## config.mk

```make
export PLATFORM = sky130hd
export DESIGN_NAME = point_cloud_axis_extremes_flat
export DESIGN_NICKNAME = d
export VERILOG_FILES = /design/src/rtl/pcae_pkg.sv /design/src/rtl/pcae_if.sv /design/src/rtl/point_cloud_axis_extremes.sv /design/src/rtl/pcae_front.sv /design/src/rtl/pcae_queue.sv /design/src/rtl/pcae_back.sv /design/src/flat_wrapper.sv
export VERILOG_INCLUDE_DIRS = /design/src /design/src/rtl
export SDC_FILE = /design/constraint.sdc
export NUM_CORES = 2
export LEC_CHECK = 0
export BUFFER_PORTS_ARGS = -buffer_cell sky130_fd_sc_hd__buf_4
export CAP_MARGIN = 25
export CORE_MARGIN = 2
export CORE_UTILIZATION = 35
export DETAILED_ROUTE_END_ITERATION = 10
export PLACE_DENSITY = 0.54
export SETUP_SLACK_MARGIN = 0.5
export SYNTH_ARGS = -nofsm -noshare
export SYNTH_HDL_FRONTEND = slang
export SYNTH_HIERARCHICAL = 1
export SYNTH_SLANG_ARGS = --single-unit
export TNS_END_PERCENT = 5
```

## constraint.sdc

```tcl
create_clock -name clk -period 67.1 [get_ports clk]
set_input_delay 10.065 -clock clk [delete_from_list [all_inputs] [get_ports clk]]
set_output_delay 10.065 -clock clk [all_outputs]
set_load 0.03 [all_outputs]
```

## src/rtl/assert_macros.svh

```systemverilog
// Assertion macros shared by the RTL.
`ifndef ASSERT_MACROS_SVH
`define ASSERT_MACROS_SVH

// Property must hold at every clock edge outside reset.
`define ASSERT_CHECK(lbl, clk, rst, prop, msg) \
  lbl: assert property (@(posedge clk) disable iff (rst) prop) else $error(msg);

// Condition must never be true outside reset.
`define ASSERT_NEVER(lbl, clk, rst, cond, msg) \
  `ASSERT_CHECK(lbl, clk, rst, !(cond), msg)

`endif

```

## src/rtl/pcae_pkg.sv

```systemverilog
// Package for the point cloud axis extremes block: constants and types.
package pcae_pkg;

  localparam int DEFAULT_COORD_BITS = 32;
  localparam int NUM_KINDS          = 6;
  localparam int NUM_AXES           = 3;
  localparam int KIND_BITS          = 3;
  localparam int VERTEX_BITS        = 32;
  localparam int QUEUE_DEPTH        = 2;

  typedef enum logic [KIND_BITS-1:0] {
    KIND_MIN_X = 3'd0,
    KIND_MAX_X = 3'd1,
    KIND_MIN_Y = 3'd2,
    KIND_MAX_Y = 3'd3,
    KIND_MIN_Z = 3'd4,
    KIND_MAX_Z = 3'd5
  } kind_t;

  typedef struct packed {
    logic full;
    logic empty;
  } pcae_q_status_t;

endpackage

```

## src/rtl/pcae_if.sv

```systemverilog
// Stream interfaces: input points and output extreme vertices.
interface pcae_point_if #(
  parameter int COORD_BITS = pcae_pkg::DEFAULT_COORD_BITS
);
  logic                         valid;
  logic                         ready;
  logic signed [COORD_BITS-1:0] coord_x;
  logic signed [COORD_BITS-1:0] coord_y;
  logic signed [COORD_BITS-1:0] coord_z;
  logic                         cloud_end;

  modport source (output valid, coord_x, coord_y, coord_z, cloud_end, input ready);
  modport sink   (input valid, coord_x, coord_y, coord_z, cloud_end, output ready);
endinterface

interface pcae_vertex_if;
  import pcae_pkg::*;
  logic                          valid;
  logic                          ready;
  logic        [KIND_BITS-1:0]   extreme_kind;
  logic signed [VERTEX_BITS-1:0] vertex_x;
  logic signed [VERTEX_BITS-1:0] vertex_y;
  logic signed [VERTEX_BITS-1:0] vertex_z;
  logic                          final_vertex;

  modport source (output valid, extreme_kind, vertex_x, vertex_y, vertex_z, final_vertex,
                  input ready);
  modport sink   (input valid, extreme_kind, vertex_x, vertex_y, vertex_z, final_vertex,
                  output ready);
endinterface

```

## src/rtl/point_cloud_axis_extremes.sv

```systemverilog
// Top level of the point cloud axis extremes block.
// Takes one point per cycle and keeps, per axis, the earliest point holding the
// smallest and the largest signed coordinate. The point that closes a cloud
// pushes a snapshot of all six into a two-entry queue; the back end then sends
// six results, min x to max z, one per cycle while the sink is ready, the last
// flagged final_vertex. Input throughput is one point per cycle; it stalls only
// while the queue holds two undelivered clouds. The closing point's snapshot is
// written into the queue, and the back end then registers the first result into
// its output stage.
module point_cloud_axis_extremes #(
  parameter int COORD_BITS = pcae_pkg::DEFAULT_COORD_BITS
) (
  input logic           clk,
  input logic           rst,
  pcae_point_if.sink    points,
  pcae_vertex_if.source vertices
);
  import pcae_pkg::*;
  `include "assert_macros.svh"

  logic [NUM_KINDS-1:0][NUM_AXES-1:0][COORD_BITS-1:0] push_data;
  logic [NUM_KINDS-1:0][NUM_AXES-1:0][COORD_BITS-1:0] head_data;
  logic                                                q_push;
  logic                                                q_pop;
  pcae_q_status_t                                      q_stat;

  pcae_front #(.COORD_BITS(COORD_BITS)) u_front (
    .clk    (clk),
    .rst    (rst),
    .points (points),
    .q_stat (q_stat),
    .q_push (q_push),
    .q_data (push_data)
  );

  pcae_queue #(.COORD_BITS(COORD_BITS)) u_queue (
    .clk     (clk),
    .rst     (rst),
    .push    (q_push),
    .wr_data (push_data),
    .pop     (q_pop),
    .rd_data (head_data),
    .stat    (q_stat)
  );

  pcae_back #(.COORD_BITS(COORD_BITS)) u_back (
    .clk      (clk),
    .rst      (rst),
    .q_stat   (q_stat),
    .q_data   (head_data),
    .q_pop    (q_pop),
    .vertices (vertices)
  );

  `ASSERT_NEVER(a_queue_no_overflow, clk, rst, q_push && q_stat.full, "queue overflow")
  `ASSERT_NEVER(a_queue_no_underflow, clk, rst, q_pop && q_stat.empty, "queue underflow")
  `ASSERT_CHECK(a_end_fills_queue, clk, rst, q_push |=> !q_stat.empty, "snapshot lost")
  `ASSERT_CHECK(a_pop_on_final, clk, rst,
                q_pop |=> (vertices.valid && vertices.final_vertex &&
                           vertices.extreme_kind == KIND_MAX_Z), "pop without final vertex")

endmodule

```

## src/rtl/pcae_front.sv

```systemverilog
// Front end: takes points and tracks the six axis extremes of the open cloud.
module pcae_front #(
  parameter int COORD_BITS = pcae_pkg::DEFAULT_COORD_BITS
) (
  input  logic                   clk,
  input  logic                   rst,
  pcae_point_if.sink             points,
  input  pcae_pkg::pcae_q_status_t q_stat,
  output logic                   q_push,
  output logic [pcae_pkg::NUM_KINDS-1:0][pcae_pkg::NUM_AXES-1:0][COORD_BITS-1:0] q_data
);
  import pcae_pkg::*;

  logic [NUM_AXES-1:0][COORD_BITS-1:0]                 pt;
  logic [NUM_KINDS-1:0][NUM_AXES-1:0][COORD_BITS-1:0] ext;
  logic [NUM_KINDS-1:0][NUM_AXES-1:0][COORD_BITS-1:0] ext_next;
  logic                                                started;
  logic                                                accept;

  assign points.ready = !q_stat.full;
  assign accept       = points.valid && points.ready;

  assign pt[0] = points.coord_x;
  assign pt[1] = points.coord_y;
  assign pt[2] = points.coord_z;

  always_comb begin
    ext_next = ext;
    if (!started) begin
      for (int k = 0; k < NUM_KINDS; k++) begin
        ext_next[k] = pt;
      end
    end else begin
      for (int a = 0; a < NUM_AXES; a++) begin
        if ($signed(pt[a]) < $signed(ext[2*a][a])) begin
          ext_next[2*a] = pt;
        end
        if ($signed(pt[a]) > $signed(ext[2*a+1][a])) begin
          ext_next[2*a+1] = pt;
        end
      end
    end
  end

  always_ff @(posedge clk) begin
    if (accept) begin
      ext <= ext_next;
    end
  end

  always_ff @(posedge clk) begin
    if (rst) begin
      started <= 1'b0;
    end else if (accept) begin
      started <= !points.cloud_end;
    end
  end

  // snapshot includes the final point's update
  assign q_push = accept && points.cloud_end;
  assign q_data = ext_next;

endmodule

```

## src/rtl/pcae_queue.sv

```systemverilog
// Short queue of finished cloud snapshots between front and back.
module pcae_queue #(
  parameter int COORD_BITS = pcae_pkg::DEFAULT_COORD_BITS
) (
  input  logic                     clk,
  input  logic                     rst,
  input  logic                     push,
  input  logic [pcae_pkg::NUM_KINDS-1:0][pcae_pkg::NUM_AXES-1:0][COORD_BITS-1:0] wr_data,
  input  logic                     pop,
  output logic [pcae_pkg::NUM_KINDS-1:0][pcae_pkg::NUM_AXES-1:0][COORD_BITS-1:0] rd_data,
  output pcae_pkg::pcae_q_status_t stat
);
  import pcae_pkg::*;

  localparam int PTR_BITS = (QUEUE_DEPTH > 1) ? $clog2(QUEUE_DEPTH) : 1;
  localparam int CNT_BITS = $clog2(QUEUE_DEPTH + 1);

  logic [NUM_KINDS-1:0][NUM_AXES-1:0][COORD_BITS-1:0] entries [QUEUE_DEPTH];
  logic [PTR_BITS-1:0]                                wr_ptr;
  logic [PTR_BITS-1:0]                                rd_ptr;
  logic [CNT_BITS-1:0]                                count;

  assign stat.full  = (count == CNT_BITS'(QUEUE_DEPTH));
  assign stat.empty = (count == '0);
  assign rd_data    = entries[rd_ptr];

  always_ff @(posedge clk) begin
    if (push) begin
      entries[wr_ptr] <= wr_data;
    end
  end

  always_ff @(posedge clk) begin
    if (rst) begin
      wr_ptr <= '0;
      rd_ptr <= '0;
      count  <= '0;
    end else begin
      if (push) begin
        wr_ptr <= (wr_ptr == PTR_BITS'(QUEUE_DEPTH - 1)) ? '0 : wr_ptr + 1'b1;
      end
      if (pop) begin
        rd_ptr <= (rd_ptr == PTR_BITS'(QUEUE_DEPTH - 1)) ? '0 : rd_ptr + 1'b1;
      end
      case ({push, pop})
        2'b10:   count <= count + 1'b1;
        2'b01:   count <= count - 1'b1;
        default: count <= count;
      endcase
    end
  end

endmodule

```

## src/rtl/pcae_back.sv

```systemverilog
// Back end: plays out the six extreme vertices of each queued cloud.
module pcae_back #(
  parameter int COORD_BITS = pcae_pkg::DEFAULT_COORD_BITS
) (
  input  logic                     clk,
  input  logic                     rst,
  input  pcae_pkg::pcae_q_status_t q_stat,
  input  logic [pcae_pkg::NUM_KINDS-1:0][pcae_pkg::NUM_AXES-1:0][COORD_BITS-1:0] q_data,
  output logic                     q_pop,
  pcae_vertex_if.source            vertices
);
  import pcae_pkg::*;

  kind_t                               kind;
  logic                                load;
  logic [NUM_AXES-1:0][COORD_BITS-1:0] sel;
  logic [VERTEX_BITS-1:0]              vtx [NUM_AXES];

  assign load  = !q_stat.empty && (!vertices.valid || vertices.ready);
  assign q_pop = load && (kind == KIND_MAX_Z);
  assign sel   = q_data[kind];

  for (genvar a = 0; a < NUM_AXES; a++) begin : g_widen
    if (COORD_BITS >= VERTEX_BITS) begin : g_trunc
      assign vtx[a] = sel[a][VERTEX_BITS-1:0];
    end else begin : g_zext
      assign vtx[a] = {{(VERTEX_BITS-COORD_BITS){1'b0}}, sel[a]};
    end
  end

  always_ff @(posedge clk) begin
    if (rst) begin
      vertices.valid <= 1'b0;
      kind           <= KIND_MIN_X;
    end else begin
      if (load) begin
        vertices.valid <= 1'b1;
        kind <= (kind == KIND_MAX_Z) ? KIND_MIN_X : kind_t'(kind + 3'd1);
      end else if (vertices.ready) begin
        vertices.valid <= 1'b0;
      end
    end
  end

  always_ff @(posedge clk) begin
    if (load) begin
      vertices.extreme_kind <= kind;
      vertices.vertex_x     <= vtx[0];
      vertices.vertex_y     <= vtx[1];
      vertices.vertex_z     <= vtx[2];
      vertices.final_vertex <= (kind == KIND_MAX_Z);
    end
  end

endmodule

```

## src/flat_wrapper.sv

```systemverilog
// flat-port wrapper written by rule: the top's interface ports become plain ports
module point_cloud_axis_extremes_flat import pcae_pkg::*;
#(
  parameter int COORD_BITS = pcae_pkg::DEFAULT_COORD_BITS
)
  (clk, rst, points_valid, points_coord_x, points_coord_y, points_coord_z, points_cloud_end, points_ready, vertices_valid, vertices_extreme_kind, vertices_vertex_x, vertices_vertex_y, vertices_vertex_z, vertices_final_vertex, vertices_ready);
  pcae_point_if #(.COORD_BITS(COORD_BITS)) points_i ();
  pcae_vertex_if vertices_i ();
  input logic clk;
  input logic rst;
  input wire logic [$bits(points_i.valid)-1:0] points_valid;
  input wire logic [$bits(points_i.coord_x)-1:0] points_coord_x;
  input wire logic [$bits(points_i.coord_y)-1:0] points_coord_y;
  input wire logic [$bits(points_i.coord_z)-1:0] points_coord_z;
  input wire logic [$bits(points_i.cloud_end)-1:0] points_cloud_end;
  output wire logic [$bits(points_i.ready)-1:0] points_ready;
  output wire logic [$bits(vertices_i.valid)-1:0] vertices_valid;
  output wire logic [$bits(vertices_i.extreme_kind)-1:0] vertices_extreme_kind;
  output wire logic [$bits(vertices_i.vertex_x)-1:0] vertices_vertex_x;
  output wire logic [$bits(vertices_i.vertex_y)-1:0] vertices_vertex_y;
  output wire logic [$bits(vertices_i.vertex_z)-1:0] vertices_vertex_z;
  output wire logic [$bits(vertices_i.final_vertex)-1:0] vertices_final_vertex;
  input wire logic [$bits(vertices_i.ready)-1:0] vertices_ready;
  assign points_i.valid = points_valid;
  assign points_i.coord_x = points_coord_x;
  assign points_i.coord_y = points_coord_y;
  assign points_i.coord_z = points_coord_z;
  assign points_i.cloud_end = points_cloud_end;
  assign points_ready = points_i.ready;
  assign vertices_valid = vertices_i.valid;
  assign vertices_extreme_kind = vertices_i.extreme_kind;
  assign vertices_vertex_x = vertices_i.vertex_x;
  assign vertices_vertex_y = vertices_i.vertex_y;
  assign vertices_vertex_z = vertices_i.vertex_z;
  assign vertices_final_vertex = vertices_i.final_vertex;
  assign vertices_i.ready = vertices_ready;
  point_cloud_axis_extremes #(.COORD_BITS(COORD_BITS)) u_core (.clk(clk), .rst(rst), .points(points_i), .vertices(vertices_i));
endmodule
```

==> results_dict.tcl <==
set metrics [dict create \
    status "complete, no violations" \
    synth_fp_nets 4681 \
    synth-edff-count 1828 \
    row_count 174 \
    fin_crit_ns 14.51 \
    syn_area_sq_um 79200 \
    floorplan.initialDensity 0.352 \
    path_clk_slew_ns 0.05 \
    grt_pass1_vias 40300 \
    cts_resized 0 \
    seqCellArea_sq_um 55100 \
    ios 203 \
    cp.arrival_ns 14.95 \
    required_ns 67.53 \
    fillers 20500 \
    die_h_um 480 \
    nets 4961 \
    via_per_inst 4.97 \
    yosysWarnings 6 \
    area_delta_synth_final_pct 13.5 \
    layout_common_cells "edfxtp_1 (1828), mux2_2 (1195), buf_4 (261)" \
    finalSetupViolCount 0 \
    die_w_um 480 \
    max_slew_margin 0.288 \
    antenna_found_initial 15 \
    htree_levels 4 \
    synth_seq_cells 1838 \
    ys_seq_area_frac 0.696 \
    async_reset_ff_frac 0 \
    maxSlewViolCount 0 \
    worstSetupEndpointType "flop" \
    finalCritPeriodShare 0.216 \
    multi_input_area_sq_um 21900 \
    clkSinkCount 1838 \
    ir_drop_mv 0.0242 \
    ant_nets 0 \
    cts_root_buffer "clkbuf_16" \
    min_path_type "flop to flop" \
    cts_tree "yes" \
    drt_pass1_iterations 7 \
    fin_skew_ns 0.0316 \
    cap_violations 0 \
    postCtsSetupBuffers 0 \
    setup_slack_ns 52.59 \
    hpwl_mm 102 \
    place.gp.congestion 0.722 \
    start_kind "input pin" \
    coreArea_sq_um 225000 \
    grt_use_total 0.153 \
    cellPowerDensity_nw_per_um2 29.9 \
    tightest_slew_ns 1.06 \
    drt_iter0_markers 2572 \
    clock_latency_ns 0.83 \
    netlist.area_leader.share 0.693 \
    synth_top_area_cell "edfxtp_1" \
    cts_made_buffers 199 \
    rsz0062_at_grt "no" \
    clock_path_buffers 3 \
    layout_commonest_cell "edfxtp_1" \
    setup-tns-final_ns 0 \
    syn_inst 4390 \
    vias 38900 \
    avgSynthCellArea_sq_um 18.0 \
    drive_gt1_frac 0.374 \
    synth_area_leaders "edfxtp_1 (69%), mux2_2 (17%), ha_1 (3.0%), mux2i_1 (2.4%), o221ai_1 (1.1%)" \
    wire_per_inst_um 22.9 \
    wl_mm 179 \
    synth_ff_type "edfxtp_1" \
    drc_errors 0 \
    dieArea_sq_um 230000 \
    grt_pass1_wl_mm 266 \
    fmax_mhz 68.9 \
    grt-ovfl-total 0 \
    ys_types 67 \
    grt_max_degree 141 \
    crit_type "input pin to flop" \
    p_leak_nw 30.7 \
    hold_buffers 0 \
    hold_viol_final 0 \
    numPortBuffers 202 \
    pre_cts_ws_ns 51.59 \
    crit_path_max_fanout 55 \
]
==> critical path, stage by stage <==
cell and delay (ns):
buf_4 0.08, nor2b_4 0.72, and2_1 0.31, inv_1 0.12, nor2_4 0.09, buf_4 0.45
buf_4 0.68, buf_4 0.71, buf_4 0.77, buf_4 0.81
==> state kept, by name, indices dropped and copies added, names as in the netlist, named ones only <==
signal,count
u_core/u_back/vertices.vertex_z,32
u_core/u_front/ext,576
u_core/u_queue/wr_ptr,1
u_core/u_queue/count,2
u_core/u_back/vertices.valid,1
u_core/u_queue/entries,1152
u_core/u_back/vertices.extreme_kind,3
u_core/u_back/vertices.vertex_x,32
u_core/u_back/kind,3
u_core/u_back/vertices.vertex_y,32
u_core/u_back/vertices.final_vertex,1
u_core/u_front/started,1
u_core/u_queue/rd_ptr,1
==> final cells by class <==
type                       count  area share
antenna                        4    0.000111
clock buffer                 250      0.0585
clock inverter               115      0.0111
inverter                     199     0.00831
multi-input combinational   2162       0.243
sequential                  1838       0.613
tap                         2992      0.0417
timing repair buffer         270      0.0240
==> final timing paths <==
| check | from | end | depth (start not counted) | slack (ns) |
|---|---|---|---|---|
| max | points_valid | u_core/u_queue/entries[0][106] | 10 | 52.59 |
| min | u_core/u_back/vertices.valid | u_core/u_back/vertices.valid | 2 | 0.49 |
| max reg2reg | u_core/u_queue/count[0] | u_core/u_queue/entries[0][106] | 10 | 61.40 |
| min reg2reg | u_core/u_back/vertices.valid | u_core/u_back/vertices.valid | 2 | 0.49 |
==> where the power goes <==
| part | internal, mW | leakage [nW] | switching (mW) | total, mW |
|---|---|---|---|---|
| clock network | 0.602 | 3.04 | 0.453 | 1.05 |
| logic | 0.0975 | 10.4 | 0.159 | 0.257 |
| registers | 1.36 | 17.2 | 0.0195 | 1.38 |
==> cell families after synthesis <==
kind of cell | count (synthesis) | share of synthesized area
adders and majority gates | 190 | 0.0300
muxes | 1441 | 0.204
and+or+nand+nor | 267 | 0.0158
xor gates and xnor gates | 4 | 0.000442
DFF | 1838 | 0.696
AOI/OAI and AO/OA | 260 | 0.0244
buffers and inverters | 390 | 0.0295
==> cells in the mapped netlist, drive strengths merged, types with 2 or more instances <==
| cell | count |
|---|---|
| a2111oi | 5 |
| a211o | 2 |
| a211oi | 11 |
| a21o | 21 |
| a21oi | 66 |
| a221o | 2 |
| a31oi | 6 |
| and2 | 4 |
| and4 | 2 |
| buf | 163 |
| clkbuf | 28 |
| dfxtp | 10 |
| edfxtp | 1828 |
| ha | 190 |
| inv | 199 |
| mux2 | 1248 |
| mux2i | 193 |
| nand2 | 135 |
| nand2b | 7 |
| nand3 | 12 |
| nand4 | 36 |
| nor2 | 35 |
| nor2b | 12 |
| nor3 | 8 |
| nor4 | 9 |
| o2111ai | 2 |
| o211ai | 9 |
| o21a | 6 |
| o21ai | 23 |
| o221ai | 96 |
| o31ai | 3 |
| or3 | 3 |
| xnor2 | 3 |
==> metrics by stage <==
step                      cells  power (mW)  hold WS, ns  instance area [sq um]  utilization
after global routing       7828        2.80        0.520                  89900        0.400
after floorplan            4390        1.61        0.431                  79200            -
after detailed placement   7461        1.67        0.486                  83600        0.372
after CTS                  7826        2.73        0.496                  89900        0.400
final                      7830        2.69        0.495                  89900        0.400
after global placement     7458        1.66        0.479                  83500        0.371
==> layer usage <==
metal  track usage  share of wire  vias to the layer above
met5             0        0.00027                        -
met4        0.0384          0.019                        8
met3        0.0247          0.036                      214
met2         0.256           0.49                      643
met1         0.208           0.45                    20300
li1              -              -                    17800
Power figures use the tool's default switching activity.
